### src/hw/rtl/il4cr_pkg.sv
`default_nettype none

package il4cr_pkg;

    // Result status codes.
    typedef enum logic [1:0] {
        ST_REWRITTEN = 2'd0,
        ST_UNCHANGED = 2'd1,
        ST_REJECTED  = 2'd2,
        ST_TRUNCATED = 2'd3
    } status_t;

    // IPv4 header constants.
    localparam logic [7:0]  VER_IHL     = 8'h45;
    localparam logic [7:0]  FRAG_MASK   = 8'h3f;
    localparam logic [7:0]  PROTO_TCP   = 8'd6;
    localparam logic [7:0]  PROTO_UDP   = 8'd17;
    localparam logic [15:0] IP_HDR_LEN  = 16'd20;
    localparam logic [15:0] UDP_HDR_LEN = 16'd8;
    localparam logic [15:0] TCP_HDR_MIN = 16'd20;
    localparam logic [15:0] CSUM_ONES   = 16'hffff;

    // Byte offsets of the checksum field.
    localparam logic [5:0] POS_TCP  = 6'd36;
    localparam logic [5:0] POS_UDP  = 6'd26;
    localparam logic [5:0] POS_NONE = 6'd0;

    // Depth of the record queue between front and back.
    localparam int QUEUE_DEPTH = 4;
    localparam int QPTR_W      = 2;

    // One classified packet, handed from the front to the back.
    typedef struct packed {
        status_t     status;
        logic [5:0]  pos;
        logic [15:0] len;
        logic [16:0] sum;
    } pkt_rec_t;

endpackage

`default_nettype wire

### src/hw/rtl/il4cr_front.sv
`default_nettype none

module il4cr_front #(
    parameter int MAX_LEN = 1535
) (
    input  wire logic               clk,
    input  wire logic               rst_n,
    input  wire logic               packet_valid,
    output logic                    packet_stall,
    input  wire logic [7:0]         packet_byte,
    input  wire logic               last_byte,
    input  wire logic               queue_full,
    output logic                    push,
    output il4cr_pkg::pkt_rec_t     push_rec
);

    localparam int CNT_W = $clog2(MAX_LEN + 2);
    localparam int IDX_W = (CNT_W < 6) ? 6 : CNT_W;
    localparam int CMP_W = 17;

    logic [IDX_W-1:0] count_reg, count_next;
    logic [16:0]      sum_reg, sum_next;
    logic [15:0]      tot_len_reg, tot_len_next;
    logic [7:0]       proto_reg, proto_next;
    logic [15:0]      seg_len_reg, seg_len_next;
    logic             fault_reg, fault_next;
    logic [7:0]       held_reg, held_next;
    logic             udp_abs_reg, udp_abs_next;

    logic             accept;
    logic [CMP_W-1:0] idx;
    logic [CMP_W-1:0] n;
    logic [15:0]      byte_val;
    logic [17:0]      sum_wide;
    logic             covered;
    logic [15:0]      l4_len;
    logic [5:0]       doff;
    il4cr_pkg::pkt_rec_t rec;

    assign packet_stall = queue_full;
    assign accept       = packet_valid && !queue_full;
    assign push         = accept && last_byte;
    assign push_rec     = rec;

    // Header parsing and checksum accumulation for the current byte.
    always_comb
    begin
        idx          = CMP_W'(count_reg);
        tot_len_next = tot_len_reg;
        proto_next   = proto_reg;
        seg_len_next = seg_len_reg;
        fault_next   = fault_reg;
        held_next    = held_reg;
        udp_abs_next = udp_abs_reg;

        if (count_reg == IDX_W'(0) && packet_byte != il4cr_pkg::VER_IHL)
        begin
            fault_next = 1'b1;
        end
        if (count_reg == IDX_W'(2))
        begin
            tot_len_next = {packet_byte, 8'h00};
        end
        if (count_reg == IDX_W'(3))
        begin
            tot_len_next = tot_len_reg | {8'h00, packet_byte};
            seg_len_next = (tot_len_next >= il4cr_pkg::IP_HDR_LEN) ?
                           tot_len_next - il4cr_pkg::IP_HDR_LEN : 16'd0;
        end
        if (count_reg == IDX_W'(6) && (packet_byte & il4cr_pkg::FRAG_MASK) != 8'h00)
        begin
            fault_next = 1'b1;
        end
        if (count_reg == IDX_W'(7) && packet_byte != 8'h00)
        begin
            fault_next = 1'b1;
        end
        if (count_reg == IDX_W'(9))
        begin
            proto_next = packet_byte;
        end
        if (count_reg == IDX_W'(24))
        begin
            held_next = packet_byte;
        end
        if (count_reg == IDX_W'(25) && proto_reg == il4cr_pkg::PROTO_UDP)
        begin
            seg_len_next = {held_reg, packet_byte};
        end
        if (count_reg == IDX_W'(26))
        begin
            udp_abs_next = (packet_byte == 8'h00);
        end
        if (count_reg == IDX_W'(27))
        begin
            udp_abs_next = udp_abs_reg && (packet_byte == 8'h00);
        end
        if (count_reg == IDX_W'(32) && proto_reg == il4cr_pkg::PROTO_TCP)
        begin
            held_next = packet_byte;
        end

        // Pseudo-header addresses, then the segment up to its length,
        // leaving out the checksum field itself.
        covered = 1'b0;
        if (idx >= CMP_W'(12) && idx < CMP_W'(20))
        begin
            covered = 1'b1;
        end
        if (idx >= CMP_W'(20) && idx < ({1'b0, seg_len_next} + CMP_W'(20))
            && idx < {1'b0, tot_len_next})
        begin
            covered = 1'b1;
        end
        if (proto_next == il4cr_pkg::PROTO_TCP
            && (count_reg == IDX_W'(36) || count_reg == IDX_W'(37)))
        begin
            covered = 1'b0;
        end
        if (proto_next == il4cr_pkg::PROTO_UDP
            && (count_reg == IDX_W'(26) || count_reg == IDX_W'(27)))
        begin
            covered = 1'b0;
        end

        byte_val = count_reg[0] ? {8'h00, packet_byte} : {packet_byte, 8'h00};
        sum_wide = {1'b0, sum_reg} + {2'b00, byte_val};
        sum_next = covered ? ({1'b0, sum_wide[15:0]} + {15'd0, sum_wide[17:16]})
                           : sum_reg;

        count_next = (count_reg == IDX_W'(MAX_LEN + 1)) ? count_reg
                                                         : count_reg + IDX_W'(1);
    end

    // Classification of the packet, valid when the marked byte is taken.
    always_comb
    begin
        n      = CMP_W'(count_next);
        l4_len = (tot_len_next >= il4cr_pkg::IP_HDR_LEN) ?
                 tot_len_next - il4cr_pkg::IP_HDR_LEN : 16'd0;
        doff   = {held_next[7:4], 2'b00};

        rec.status = il4cr_pkg::ST_UNCHANGED;
        rec.pos    = il4cr_pkg::POS_NONE;
        rec.len    = l4_len;
        rec.sum    = sum_next;

        if (n < CMP_W'(20))
        begin
            rec.status = il4cr_pkg::ST_TRUNCATED;
        end
        else if (fault_next || tot_len_next < il4cr_pkg::IP_HDR_LEN
                 || {1'b0, tot_len_next} > CMP_W'(MAX_LEN))
        begin
            rec.status = il4cr_pkg::ST_REJECTED;
        end
        else if (n < {1'b0, tot_len_next})
        begin
            rec.status = il4cr_pkg::ST_TRUNCATED;
        end
        else if (proto_next == il4cr_pkg::PROTO_TCP)
        begin
            if (l4_len < il4cr_pkg::TCP_HDR_MIN || {10'd0, doff} < il4cr_pkg::TCP_HDR_MIN
                || {10'd0, doff} > l4_len)
            begin
                rec.status = il4cr_pkg::ST_REJECTED;
            end
            else
            begin
                rec.status = il4cr_pkg::ST_REWRITTEN;
                rec.pos    = il4cr_pkg::POS_TCP;
            end
        end
        else if (proto_next == il4cr_pkg::PROTO_UDP)
        begin
            rec.len = seg_len_next;
            if (l4_len < il4cr_pkg::UDP_HDR_LEN || seg_len_next < il4cr_pkg::UDP_HDR_LEN
                || seg_len_next > l4_len)
            begin
                rec.status = il4cr_pkg::ST_REJECTED;
            end
            else if (!udp_abs_next)
            begin
                rec.status = il4cr_pkg::ST_REWRITTEN;
                rec.pos    = il4cr_pkg::POS_UDP;
            end
        end
    end

    // Per-packet state, cleared after each marked byte.
    always_ff @(posedge clk or negedge rst_n)
    begin
        if (!rst_n)
        begin
            count_reg   <= '0;
            sum_reg     <= '0;
            tot_len_reg <= '0;
            proto_reg   <= '0;
            seg_len_reg <= '0;
            fault_reg   <= 1'b0;
            held_reg    <= '0;
            udp_abs_reg <= 1'b0;
        end
        else if (accept)
        begin
            if (last_byte)
            begin
                count_reg   <= '0;
                sum_reg     <= '0;
                tot_len_reg <= '0;
                proto_reg   <= '0;
                seg_len_reg <= '0;
                fault_reg   <= 1'b0;
                held_reg    <= '0;
                udp_abs_reg <= 1'b0;
            end
            else
            begin
                count_reg   <= count_next;
                sum_reg     <= sum_next;
                tot_len_reg <= tot_len_next;
                proto_reg   <= proto_next;
                seg_len_reg <= seg_len_next;
                fault_reg   <= fault_next;
                held_reg    <= held_next;
                udp_abs_reg <= udp_abs_next;
            end
        end
    end

    // The byte counter never runs past its saturation point.
    assert property (@(posedge clk) disable iff (!rst_n)
        count_reg <= IDX_W'(MAX_LEN + 1))
        else $error("byte counter beyond saturation");

    // The folded running sum never exceeds one end-around carry.
    assert property (@(posedge clk) disable iff (!rst_n)
        sum_reg <= 17'h10000)
        else $error("running sum not folded");

    // A marked byte leaves the front cleared for the next packet.
    assert property (@(posedge clk) disable iff (!rst_n)
        push |=> (count_reg == '0 && sum_reg == '0))
        else $error("state not cleared after packet end");

endmodule

`default_nettype wire

### src/hw/rtl/il4cr_queue.sv
`default_nettype none

module il4cr_queue (
    input  wire logic                 clk,
    input  wire logic                 rst_n,
    input  wire logic                 push,
    input  wire il4cr_pkg::pkt_rec_t  push_rec,
    input  wire logic                 pop,
    output il4cr_pkg::pkt_rec_t       pop_rec,
    output logic                      full,
    output logic                      empty
);

    localparam int CNT_W = il4cr_pkg::QPTR_W + 1;

    il4cr_pkg::pkt_rec_t mem [il4cr_pkg::QUEUE_DEPTH];

    logic [il4cr_pkg::QPTR_W-1:0] wr_ptr_reg, wr_ptr_next;
    logic [il4cr_pkg::QPTR_W-1:0] rd_ptr_reg, rd_ptr_next;
    logic [CNT_W-1:0]             fill_reg, fill_next;
    logic                         do_push;
    logic                         do_pop;

    assign full    = (fill_reg == CNT_W'(il4cr_pkg::QUEUE_DEPTH));
    assign empty   = (fill_reg == '0);
    assign do_push = push && !full;
    assign do_pop  = pop && !empty;
    assign pop_rec = mem[rd_ptr_reg];

    // Pointer and fill level update.
    always_comb
    begin
        wr_ptr_next = do_push ? wr_ptr_reg + il4cr_pkg::QPTR_W'(1) : wr_ptr_reg;
        rd_ptr_next = do_pop ? rd_ptr_reg + il4cr_pkg::QPTR_W'(1) : rd_ptr_reg;
        fill_next   = fill_reg;
        if (do_push && !do_pop)
        begin
            fill_next = fill_reg + CNT_W'(1);
        end
        else if (do_pop && !do_push)
        begin
            fill_next = fill_reg - CNT_W'(1);
        end
    end

    always_ff @(posedge clk or negedge rst_n)
    begin
        if (!rst_n)
        begin
            wr_ptr_reg <= '0;
            rd_ptr_reg <= '0;
            fill_reg   <= '0;
        end
        else
        begin
            wr_ptr_reg <= wr_ptr_next;
            rd_ptr_reg <= rd_ptr_next;
            fill_reg   <= fill_next;
        end
    end

    // Record storage.
    always_ff @(posedge clk)
    begin
        if (do_push)
        begin
            mem[wr_ptr_reg] <= push_rec;
        end
    end

    // The fill level never exceeds the depth.
    assert property (@(posedge clk) disable iff (!rst_n)
        fill_reg <= CNT_W'(il4cr_pkg::QUEUE_DEPTH))
        else $error("queue overfilled");

    // Pointers stay consistent with the fill level.
    assert property (@(posedge clk) disable iff (!rst_n)
        (fill_reg == '0 || fill_reg == CNT_W'(il4cr_pkg::QUEUE_DEPTH))
        |-> (wr_ptr_reg == rd_ptr_reg))
        else $error("queue pointers disagree with fill level");

    // A push into a full queue is never requested.
    assert property (@(posedge clk) disable iff (!rst_n)
        !(push && full))
        else $error("push into full queue");

endmodule

`default_nettype wire

### src/hw/rtl/il4cr_back.sv
`default_nettype none

module il4cr_back (
    input  wire logic                 clk,
    input  wire logic                 rst_n,
    input  wire logic                 queue_empty,
    input  wire il4cr_pkg::pkt_rec_t  queue_rec,
    output logic                      pop,
    output logic                      result_valid,
    input  wire logic                 result_stall,
    output logic [1:0]                status,
    output logic [15:0]               new_checksum,
    output logic [5:0]                checksum_position
);

    // Stage one: running sum plus protocol and length.
    logic                s1_valid_reg;
    il4cr_pkg::status_t  s1_status_reg;
    logic [5:0]          s1_pos_reg;
    logic [17:0]         s1_total_reg;

    // Output register.
    logic                out_valid_reg;
    il4cr_pkg::status_t  out_status_reg;
    logic [15:0]         out_csum_reg;
    logic [5:0]          out_pos_reg;

    logic                advance;
    logic                s1_load;
    logic [7:0]          proto;
    logic [17:0]         total_next;
    logic [16:0]         fold1;
    logic [16:0]         fold2;
    logic [15:0]         csum_inv;
    logic [15:0]         csum_next;

    assign advance = !out_valid_reg || !result_stall;
    assign s1_load = !s1_valid_reg || advance;
    assign pop     = s1_load && !queue_empty;

    // Add the pseudo-header protocol and length to the packet sum.
    always_comb
    begin
        proto = (queue_rec.pos == il4cr_pkg::POS_TCP) ? il4cr_pkg::PROTO_TCP
                                                      : il4cr_pkg::PROTO_UDP;
        total_next = {1'b0, queue_rec.sum} + {10'd0, proto} + {2'b00, queue_rec.len};
    end

    // Fold twice, complement, send zero as all ones; zero if not rewritten.
    always_comb
    begin
        fold1     = {1'b0, s1_total_reg[15:0]} + {15'd0, s1_total_reg[17:16]};
        fold2     = {1'b0, fold1[15:0]} + {16'd0, fold1[16]};
        csum_inv  = ~fold2[15:0];
        csum_next = (csum_inv == 16'h0000) ? il4cr_pkg::CSUM_ONES : csum_inv;
        if (s1_status_reg != il4cr_pkg::ST_REWRITTEN)
        begin
            csum_next = 16'h0000;
        end
    end

    // Valid bits of both stages.
    always_ff @(posedge clk or negedge rst_n)
    begin
        if (!rst_n)
        begin
            s1_valid_reg  <= 1'b0;
            out_valid_reg <= 1'b0;
        end
        else
        begin
            if (s1_load)
            begin
                s1_valid_reg <= !queue_empty;
            end
            if (advance)
            begin
                out_valid_reg <= s1_valid_reg;
            end
        end
    end

    // Payload of both stages.
    always_ff @(posedge clk)
    begin
        if (pop)
        begin
            s1_status_reg <= queue_rec.status;
            s1_pos_reg    <= queue_rec.pos;
            s1_total_reg  <= total_next;
        end
        if (advance && s1_valid_reg)
        begin
            out_status_reg <= s1_status_reg;
            out_csum_reg   <= csum_next;
            out_pos_reg    <= s1_pos_reg;
        end
    end

    assign result_valid      = out_valid_reg;
    assign status            = out_status_reg;
    assign new_checksum      = out_csum_reg;
    assign checksum_position = out_pos_reg;

    // A rewritten item carries a nonzero checksum at a TCP or UDP offset.
    assert property (@(posedge clk) disable iff (!rst_n)
        (out_valid_reg && out_status_reg == il4cr_pkg::ST_REWRITTEN)
        |-> (out_csum_reg != 16'h0000
             && (out_pos_reg == il4cr_pkg::POS_TCP || out_pos_reg == il4cr_pkg::POS_UDP)))
        else $error("rewritten item with bad checksum or position");

    // Any other item carries neither checksum nor position.
    assert property (@(posedge clk) disable iff (!rst_n)
        (out_valid_reg && out_status_reg != il4cr_pkg::ST_REWRITTEN)
        |-> (out_csum_reg == 16'h0000 && out_pos_reg == il4cr_pkg::POS_NONE))
        else $error("unrewritten item with checksum or position");

    // An item held in stage one is not lost while the output is stalled.
    assert property (@(posedge clk) disable iff (!rst_n)
        (s1_valid_reg && out_valid_reg && result_stall) |=> s1_valid_reg)
        else $error("stage one item dropped under stall");

endmodule

`default_nettype wire

### src/hw/rtl/inner_l4_checksum_rewrite_core.sv
// Inner IPv4 TCP/UDP checksum recompute.
// The packet channel (packet_valid, packet_stall, packet_byte, last_byte)
// takes one byte of a decapsulated IPv4 packet per cycle, header first;
// last_byte marks the final byte. The result channel (result_valid,
// result_stall, status, new_checksum, checksum_position) gives one item per
// packet: status 0 with the new checksum and its offset (36 TCP, 26 UDP),
// or status 1 (unchanged), 2 (header rejected) or 3 (truncated).
// Throughput is one byte per cycle while packet_stall is low. After the
// marked byte is taken, its record passes through the queue, then stage
// one, which adds the pseudo-header protocol and length, then the output
// register, which takes the folded and complemented sum.
// A four-entry record queue separates the byte parser from the checksum
// finisher. While the receiver stalls, results wait in the output register,
// stage one and queue; packet_stall rises only once four packets are queued.
// Reset is asynchronous and active low; it empties the queue and both
// stages and clears the parser, so the next byte starts a new packet.
`default_nettype none

module inner_l4_checksum_rewrite_core #(
    parameter int MAX_LEN = 1535
) (
    input  wire logic        clk,
    input  wire logic        rst_n,
    input  wire logic        packet_valid,
    output logic             packet_stall,
    input  wire logic [7:0]  packet_byte,
    input  wire logic        last_byte,
    output logic             result_valid,
    input  wire logic        result_stall,
    output logic [1:0]       status,
    output logic [15:0]      new_checksum,
    output logic [5:0]       checksum_position
);

    logic                 push;
    logic                 pop;
    logic                 queue_full;
    logic                 queue_empty;
    il4cr_pkg::pkt_rec_t  push_rec;
    il4cr_pkg::pkt_rec_t  pop_rec;

    // Byte parser and classifier.
    il4cr_front #(
        .MAX_LEN (MAX_LEN)
    ) u_front (
        .clk          (clk),
        .rst_n        (rst_n),
        .packet_valid (packet_valid),
        .packet_stall (packet_stall),
        .packet_byte  (packet_byte),
        .last_byte    (last_byte),
        .queue_full   (queue_full),
        .push         (push),
        .push_rec     (push_rec)
    );

    // Queue of classified packets.
    il4cr_queue u_queue (
        .clk      (clk),
        .rst_n    (rst_n),
        .push     (push),
        .push_rec (push_rec),
        .pop      (pop),
        .pop_rec  (pop_rec),
        .full     (queue_full),
        .empty    (queue_empty)
    );

    // Checksum finisher and output register.
    il4cr_back u_back (
        .clk               (clk),
        .rst_n             (rst_n),
        .queue_empty       (queue_empty),
        .queue_rec         (pop_rec),
        .pop               (pop),
        .result_valid      (result_valid),
        .result_stall      (result_stall),
        .status            (status),
        .new_checksum      (new_checksum),
        .checksum_position (checksum_position)
    );

endmodule

`default_nettype wire
### config.mk
export PLATFORM = sky130hd
export DESIGN_NAME = inner_l4_checksum_rewrite_core
export DESIGN_NICKNAME = d
export VERILOG_FILES = /design/src/hw/rtl/il4cr_pkg.sv /design/src/hw/rtl/il4cr_front.sv /design/src/hw/rtl/il4cr_queue.sv /design/src/hw/rtl/il4cr_back.sv /design/src/hw/rtl/inner_l4_checksum_rewrite_core.sv
export SDC_FILE = /design/constraint.sdc
export NUM_CORES = 1
export LEC_CHECK = 0
export BUFFER_PORTS_ARGS = -buffer_cell sky130_fd_sc_hd__buf_2
export CAP_MARGIN = 10
export CORE_MARGIN = 10
export CORE_UTILIZATION = 40
export DETAILED_ROUTE_END_ITERATION = 7
export GPL_TIMING_DRIVEN = 0
export PLACE_DENSITY = 0.57
export SYNTH_ARGS = -nofsm -noshare
export SYNTH_HDL_FRONTEND = slang
export SYNTH_SLANG_ARGS = --single-unit
### constraint.sdc
create_clock -name clk -period 16.8 [get_ports clk]
set_input_delay 2.52 -clock clk [delete_from_list [all_inputs] [get_ports clk]]
set_output_delay 2.52 -clock clk [all_outputs]
set_load 0.05 [all_outputs]
==> results of run 1 <==
[layout make-up]
| type | instances | area share |
|---|---|---|
| plain buffers | 85 | 0.0218 |
| clock buffers | 42 | 0.0465 |
| clock inverters | 15 | 0.0109 |
| inverters | 63 | 0.0121 |
| multi-input cells | 1167 | 0.454 |
| flip-flops and latches | 277 | 0.402 |
| well taps | 585 | 0.0373 |
| repair buffers | 40 | 0.0151 |
[worst max-delay path: stages]
cell and delay, ps:
sky130_fd_sc_hd__buf_2 150, sky130_fd_sc_hd__clkbuf_1 380, sky130_fd_sc_hd__nor2_1 290, sky130_fd_sc_hd__ha_1 280, sky130_fd_sc_hd__o21bai_1 280, sky130_fd_sc_hd__nand4_2 360
sky130_fd_sc_hd__nor3_1 810, sky130_fd_sc_hd__o31ai_1 150, sky130_fd_sc_hd__mux2i_1 490, sky130_fd_sc_hd__inv_1 190, sky130_fd_sc_hd__ha_1 300, sky130_fd_sc_hd__o211ai_4 250
sky130_fd_sc_hd__nor2_1 90, sky130_fd_sc_hd__xnor2_1 280, sky130_fd_sc_hd__ha_1 300, sky130_fd_sc_hd__o21ai_0 160, sky130_fd_sc_hd__nand2b_1 70, sky130_fd_sc_hd__a21oi_1 160
sky130_fd_sc_hd__a311oi_1 120, sky130_fd_sc_hd__o311ai_0 190, sky130_fd_sc_hd__o21ai_2 180, sky130_fd_sc_hd__a31o_4 310, sky130_fd_sc_hd__buf_4 190, sky130_fd_sc_hd__o31ai_1 640
[cell usage after synthesis, types with 14 or more instances]
library cell and number:
sky130_fd_sc_hd__edfxtp_1 190, sky130_fd_sc_hd__nand2_1 156, sky130_fd_sc_hd__ha_1 111, sky130_fd_sc_hd__nor2_1 98
sky130_fd_sc_hd__o21ai_0 90, sky130_fd_sc_hd__dfrtp_1 87, sky130_fd_sc_hd__xnor2_1 67, sky130_fd_sc_hd__a21oi_1 64
sky130_fd_sc_hd__inv_1 62, sky130_fd_sc_hd__clkbuf_1 51, sky130_fd_sc_hd__nand3_1 47, sky130_fd_sc_hd__mux4_2 37
sky130_fd_sc_hd__xor2_1 37, sky130_fd_sc_hd__nor3_1 32, sky130_fd_sc_hd__mux2i_1 25, sky130_fd_sc_hd__a21o_1 23
sky130_fd_sc_hd__nor2b_1 23, sky130_fd_sc_hd__mux2_2 22, sky130_fd_sc_hd__a22oi_1 18, sky130_fd_sc_hd__a31oi_1 18
sky130_fd_sc_hd__nand2b_1 17, sky130_fd_sc_hd__and2_1 16, sky130_fd_sc_hd__a22o_1 15, sky130_fd_sc_hd__and3_1 14
[per-stage QoR]
stage               worst slack [ps]  instance area [sq um]   util  hold WS, ps  std cells
floorplan                       9680                  17400      -          400       1592
global placement                7490                  18300  0.425          404       2211
detailed placement              7450                  18500  0.429          409       2217
CTS                             8020                  19600  0.455          419       2274
global route                    7650                  19600  0.455          450       2274
finish                          7890                  19600  0.455          420       2274
[worst min-delay path by stage]
stage,end,cells past startpoint,from
floorplan,u_back.checksum_position[2],0,u_back.s1_pos_reg[2]
global placement,u_back.checksum_position[4],0,u_back.s1_pos_reg[4]
detailed placement,u_back.checksum_position[2],0,u_back.s1_pos_reg[2]
CTS,u_back.checksum_position[2],0,u_back.s1_pos_reg[2]
global route,u_back.checksum_position[4],0,u_back.s1_pos_reg[4]
finish,u_back.checksum_position[2],0,u_back.s1_pos_reg[2]
[power breakdown]
group | internal [mW] | total, mW | leakage [nW] | switching [mW]
sequential | 1.05 | 1.15 | 2.91 | 0.100
clock | 0.450 | 0.747 | 0.546 | 0.297
combinational | 0.816 | 2.15 | 4.30 | 1.33
total | 2.31 | 4.04 | 7.76 | 1.73
[per-layer routing]
metal / track usage / vias to the layer above / share of wire
li1: - / 6094 / -
met1: 0.251 / 6486 / 0.43
met2: 0.325 / 448 / 0.48
met3: 0.0299 / 87 / 0.059
met4: 0.0637 / 0 / 0.029
met5: 0 / - / 0
[kinds of logic after synthesis]
logic type,synth area share
AO/OA/AOI/OAI,0.141
XOR/XNOR,0.0523
adder cells (fa/ha/maj),0.0912
buffers and inverters,0.0381
flip-flops,0.452
multiplexers,0.0764
other,0.000215
AND/OR/NAND/NOR,0.148
==> impl_metrics.tcl, run 1 <==
set metrics [dict create \
    status "finished, final reports clean" \
    numPortBuffers 34 \
    worst_clock_skew_ps 27.6 \
    power.density_nw_per_um2 206 \
    setup.reg_to_reg.worst_slack_ps 8770 \
    clk_pin_slew_worst_paths_ps 60 \
    cts_hold_buffers 0 \
    pin_count_of_the_biggest_net_entering_global_routing 56 \
    reg2regPathDepth 24 \
    insertion_delay_ps 550 \
    timing_max_transition_violations_final 0 \
    final_layout_size_suffix_gt1_frac 0.134 \
    worstPathMaxFanout 10 \
    ioPinCount 39 \
    detail_route.iter0.violations 1202 \
    drt-wirelength-per-cell_um 22.6 \
    finalCriticalPeriod_ps 8910 \
    finalNetCount 1801 \
    cts_made_buffers 34 \
    power.ir.vdd_worst_v 0.000130 \
    layout_common_cells "sky130_fd_sc_hd__edfxtp_1 (190), sky130_fd_sc_hd__nand2_1 (156), sky130_fd_sc_hd__ha_1 (111)" \
    grtUsageTotal 0.194 \
    finalSetupViolCount 0 \
    final_common_cell "sky130_fd_sc_hd__edfxtp_1" \
    synth_cells 1592 \
    buffer_levels_on_the_longest_clock_path 3 \
    timing.slew.headroom 0.228 \
    die_width_um 229 \
    startpoint_type_of_the_worst_setup_path "primary input" \
    drtPass1Iterations 6 \
    rr_endpoint "u_queue.mem[1][37]" \
    post-synth-top-area-cell "sky130_fd_sc_hd__edfxtp_1" \
    power.total_mw 4.04 \
    grt_pass1_vias 13148 \
    synthesis.yosys.warnings 0 \
    drtAntennaViolNets 0 \
    clock-sinks 277 \
    yosys_register_bits 277 \
    grt_first_pass_wirelength_um 79100 \
    worst_hold_check_path_type "reg2reg" \
    max_slew.worst_pin.slew_ps 1130 \
    finalSetupTns_ps 0 \
    synth-seq-area-share 0.452 \
    insertedDiodeCount 0 \
    cts_tree "yes" \
    detailroute.via_count 13115 \
    r2r_start "u_front.count_reg[0]" \
    hold_viol 0 \
    synth_edf_count 190 \
    clock_tree.htree_level_count 2 \
    final_clock_period_utilization_by_the_worst_path 0.530 \
    area_growth_pct 12.6 \
    path_class "in2reg" \
    synth_top_area_share 0.327 \
    die-height_um 229 \
    core_sq_um 43100 \
    rsz0062_at_grt "no" \
    synth_top_cells_by_area "sky130_fd_sc_hd__edfxtp_1 (33%), sky130_fd_sc_hd__dfrtp_1 (12%), sky130_fd_sc_hd__ha_1 (8.0%)" \
    seqCellArea_sq_um 7880 \
    worst_setup_path_startpoint "packet_byte[3]" \
    globalRoute.totalOverflow 0 \
    route.final.wire_length_um 51300 \
    gp_congestion 0.970 \
    die_area_sq_um 52300 \
    ctsRootBufferMaster "sky130_fd_sc_hd__clkbuf_16" \
    cellLeakagePower_nw 7.76 \
    number_of_different_library_cells_in_the_post_synthesis_netlist 99 \
    fill_cells 4024 \
    count_of_standard_cell_rows 76 \
    max_cap_viol_count 0 \
    postCtsSetupRepairBufs 0 \
    cp.arrival_ps 9140 \
    critical_path.endpoint "u_queue.mem[2][2]" \
    largest_register_ff_count 148 \
    dp.final_hpwl_um 38600 \
    syn_avg_cell_area_sq_um 10.9 \
    vias_per_cell 5.77 \
    async_reset_ff_frac 0.314 \
    cp-end-kind "flop" \
    postSynth.topFlopCell "sky130_fd_sc_hd__edfxtp_1" \
    syn_area_sq_um 17400 \
    grt_antenna_before_repair 0 \
    achievable-frequency_ghz 0.112 \
    post_cts_sizing 0 \
    total_drc_errors_in_the_routed_layout 0 \
    starting_density_of_the_core 0.404 \
    synth.net_count 1725 \
    required_ps 17030 \
    multi_input_comb_area_sq_um 8910 \
]
(Power assumes the default switching activity.)
==> run 2, diff against run 1 <==
==> constraint.sdc (replaced) <==
create_clock -name clk -period 8.3 [get_ports clk]
set_input_delay 1.245 -clock clk [delete_from_list [all_inputs] [get_ports clk]]
set_output_delay 1.245 -clock clk [all_outputs]
set_load 0.05 [all_outputs]
==> run 2 against run 1 <==
Compared with the run above:
- via count is 0.15% lower
- design area about the same
- clock power rose by 100%
- routed wire length hardly changed
- die area did not move
- largest cell class unchanged
==> impl_metrics.tcl, run 2 (synthesis results as in run 1) <==
set metrics [dict create \
    clock_power_share 0.185 \
    clock_tree.htree_level_count 2 \
    final_clock_period_utilization_by_the_worst_path 0.935 \
    insertion_delay_ps 550 \
    startpoint_type_of_the_worst_setup_path "flop" \
    power.density_nw_per_um2 417 \
    finalSetupViolCount 0 \
    die_width_um 229 \
    worst_hold_check_path_type "reg2reg" \
    power.total_mw 8.19 \
    count_of_standard_cell_rows 76 \
    worst_clock_skew_ps 27.7 \
    cp-end-kind "flop" \
    multi_input_comb_area_sq_um 8920 \
    finalSetupTns_ps 0 \
    buffer_levels_on_the_longest_clock_path 3 \
    final_layout_size_suffix_gt1_frac 0.135 \
    final_common_cell "sky130_fd_sc_hd__edfxtp_1" \
    drt-wirelength-per-cell_um 22.5 \
    globalRoute.totalOverflow 0 \
    sequentialPowerShare 0.283 \
    dp.final_hpwl_um 38600 \
    drtPass1Iterations 5 \
    total_drc_errors_in_the_routed_layout 0 \
    cts_hold_buffers 0 \
    intPower_mw 4.68 \
    wl_met1_um 22400 \
    fill_cells 4023 \
    pin_count_of_the_biggest_net_entering_global_routing 56 \
    holdWs_ps 420 \
    area_growth_pct 12.6 \
    grt_first_pass_wirelength_um 79100 \
    clk_pin_slew_worst_paths_ps 60 \
    detail_route.iter0.violations 1241 \
    finish.cell_count_without_fillers 2274 \
    ioPinCount 39 \
    largest_register_ff_count 148 \
    maxUsedRoutingLayer "met4" \
    die_area_sq_um 52300 \
    grt_pass1_vias 13148 \
    detailroute.wirelength.met2_um 24400 \
    worstPathMaxFanout 10 \
    rsz0062_at_grt "no" \
    die-height_um 229 \
    dp_cells 2217 \
    finalCriticalPeriod_ps 7760 \
    numPortBuffers 34 \
    cellLeakagePower_nw 7.76 \
    cts_tree "yes" \
    setup.reg_to_reg.worst_slack_ps 540 \
    achievable-frequency_ghz 0.129 \
    dr_wl_met3_um 2920 \
    vias_per_cell 5.76 \
    timing_max_transition_violations_final 0 \
    insertedDiodeCount 0 \
    core_sq_um 43100 \
    max_cap_viol_count 0 \
    clock-sinks 277 \
    drtAntennaViolNets 0 \
    gp_congestion 0.970 \
    detailroute.via_count 13095 \
    starting_density_of_the_core 0.404 \
    switching_share 0.428 \
    ctsRootBufferMaster "sky130_fd_sc_hd__clkbuf_16" \
    timing.slew.headroom 0.229 \
    required_ps 8570 \
    power.ir.vdd_worst_v 0.000261 \
    cp.arrival_ps 8030 \
    layout_common_cells "sky130_fd_sc_hd__edfxtp_1 (190), sky130_fd_sc_hd__nand2_1 (156), sky130_fd_sc_hd__ha_1 (111)" \
    grtUsageTotal 0.194 \
    combPwrFrac 0.532 \
    p_switching_mw 3.51 \
    route.final.wire_length_um 51300 \
    finalNetCount 1801 \
    hold_viol 0 \
    max_slew.worst_pin.slew_ps 1120 \
    seqCellArea_sq_um 7880 \
    grt_antenna_before_repair 0 \
    cts_made_buffers 34 \
    status "finished, final reports clean" \
    path_class "reg2reg" \
    postCtsSetupRepairBufs 0 \
    post_cts_sizing 0 \
]
==> run 2: cell count changes in the layout (fill, tap and decap cells not counted) <==
cell	previous run	this run
sky130_fd_sc_hd__nor3_1	32	31
sky130_fd_sc_hd__nor3_2	2	3
sky130_fd_sc_hd__o21ai_0	90	89
sky130_fd_sc_hd__o21ai_1	13	14
==> run 2: worst paths after layout <==
kind	start	endpoint	depth (start not counted)
min in group asynchronous	rst_n	u_front.tot_len_reg[8]	1
worst max-delay path	u_front.count_reg[0]	u_queue.mem[2][39]	24
max in group asynchronous	rst_n	u_back.s1_valid_reg	2
worst min register to register	u_back.s1_pos_reg[2]	u_back.checksum_position[2]	0
worst max register to register	u_front.count_reg[0]	u_queue.mem[2][39]	24
worst min-delay path	u_back.s1_pos_reg[2]	u_back.checksum_position[2]	0
==> run 2: worst max-delay path: stages (launching register included) <==
cell and delay (ps):
sky130_fd_sc_hd__dfrtp_1 550, sky130_fd_sc_hd__clkbuf_1 560, sky130_fd_sc_hd__clkbuf_1 480, sky130_fd_sc_hd__inv_1 150
sky130_fd_sc_hd__ha_1 250, sky130_fd_sc_hd__or4b_1 160, sky130_fd_sc_hd__buf_2 190, sky130_fd_sc_hd__or3_1 120
sky130_fd_sc_hd__buf_2 220, sky130_fd_sc_hd__o2bb2ai_1 220, sky130_fd_sc_hd__inv_1 200, sky130_fd_sc_hd__ha_1 270
sky130_fd_sc_hd__a211oi_1 600, sky130_fd_sc_hd__nor4_4 140, sky130_fd_sc_hd__nand3_1 400, sky130_fd_sc_hd__clkbuf_1 420
sky130_fd_sc_hd__nand2_1 160, sky130_fd_sc_hd__ha_1 330, sky130_fd_sc_hd__nand4_1 210, sky130_fd_sc_hd__or4_1 600
sky130_fd_sc_hd__a311o_1 340, sky130_fd_sc_hd__o21ai_0 80, sky130_fd_sc_hd__o2111a_1 210, sky130_fd_sc_hd__o21ai_1 150
sky130_fd_sc_hd__o21ai_1 470
==> run 2: layout make-up <==
type,count,share of cell area
timing repair buffer,40,0.0151
buffer,85,0.0218
sequential,277,0.402
clock inverter,15,0.0109
clock buffer,42,0.0465
multi-input combinational,1167,0.455
tap,585,0.0373
inverter,63,0.0121
==> run 2: power groups by stage <==
stage	sequential [mW]	clock (mW)	combinational [mW]
after floorplan	2.35	0	3.04
after global placement	2.34	0	4.22
after detailed placement	2.35	0	4.31
after CTS	2.32	1.54	4.34
after global routing	2.36	1.60	4.78
final	2.32	1.51	4.35
==> run 2: per-layer routing <==
layer  vias up  global-route usage
met4         0              0.0637
met5         -                   0
met3       103              0.0299
met1      6449               0.251
li1       6096                   -
met2       447               0.325
==> run 2: per-stage QoR <==
stage	instance area, sq um	utilization	setup slack (ps)
after global placement	18300	0.425	264
after global routing	19600	0.455	141
after CTS	19600	0.455	408
final	19600	0.455	542
after detailed placement	18500	0.429	227
after floorplan	17400	-	2340
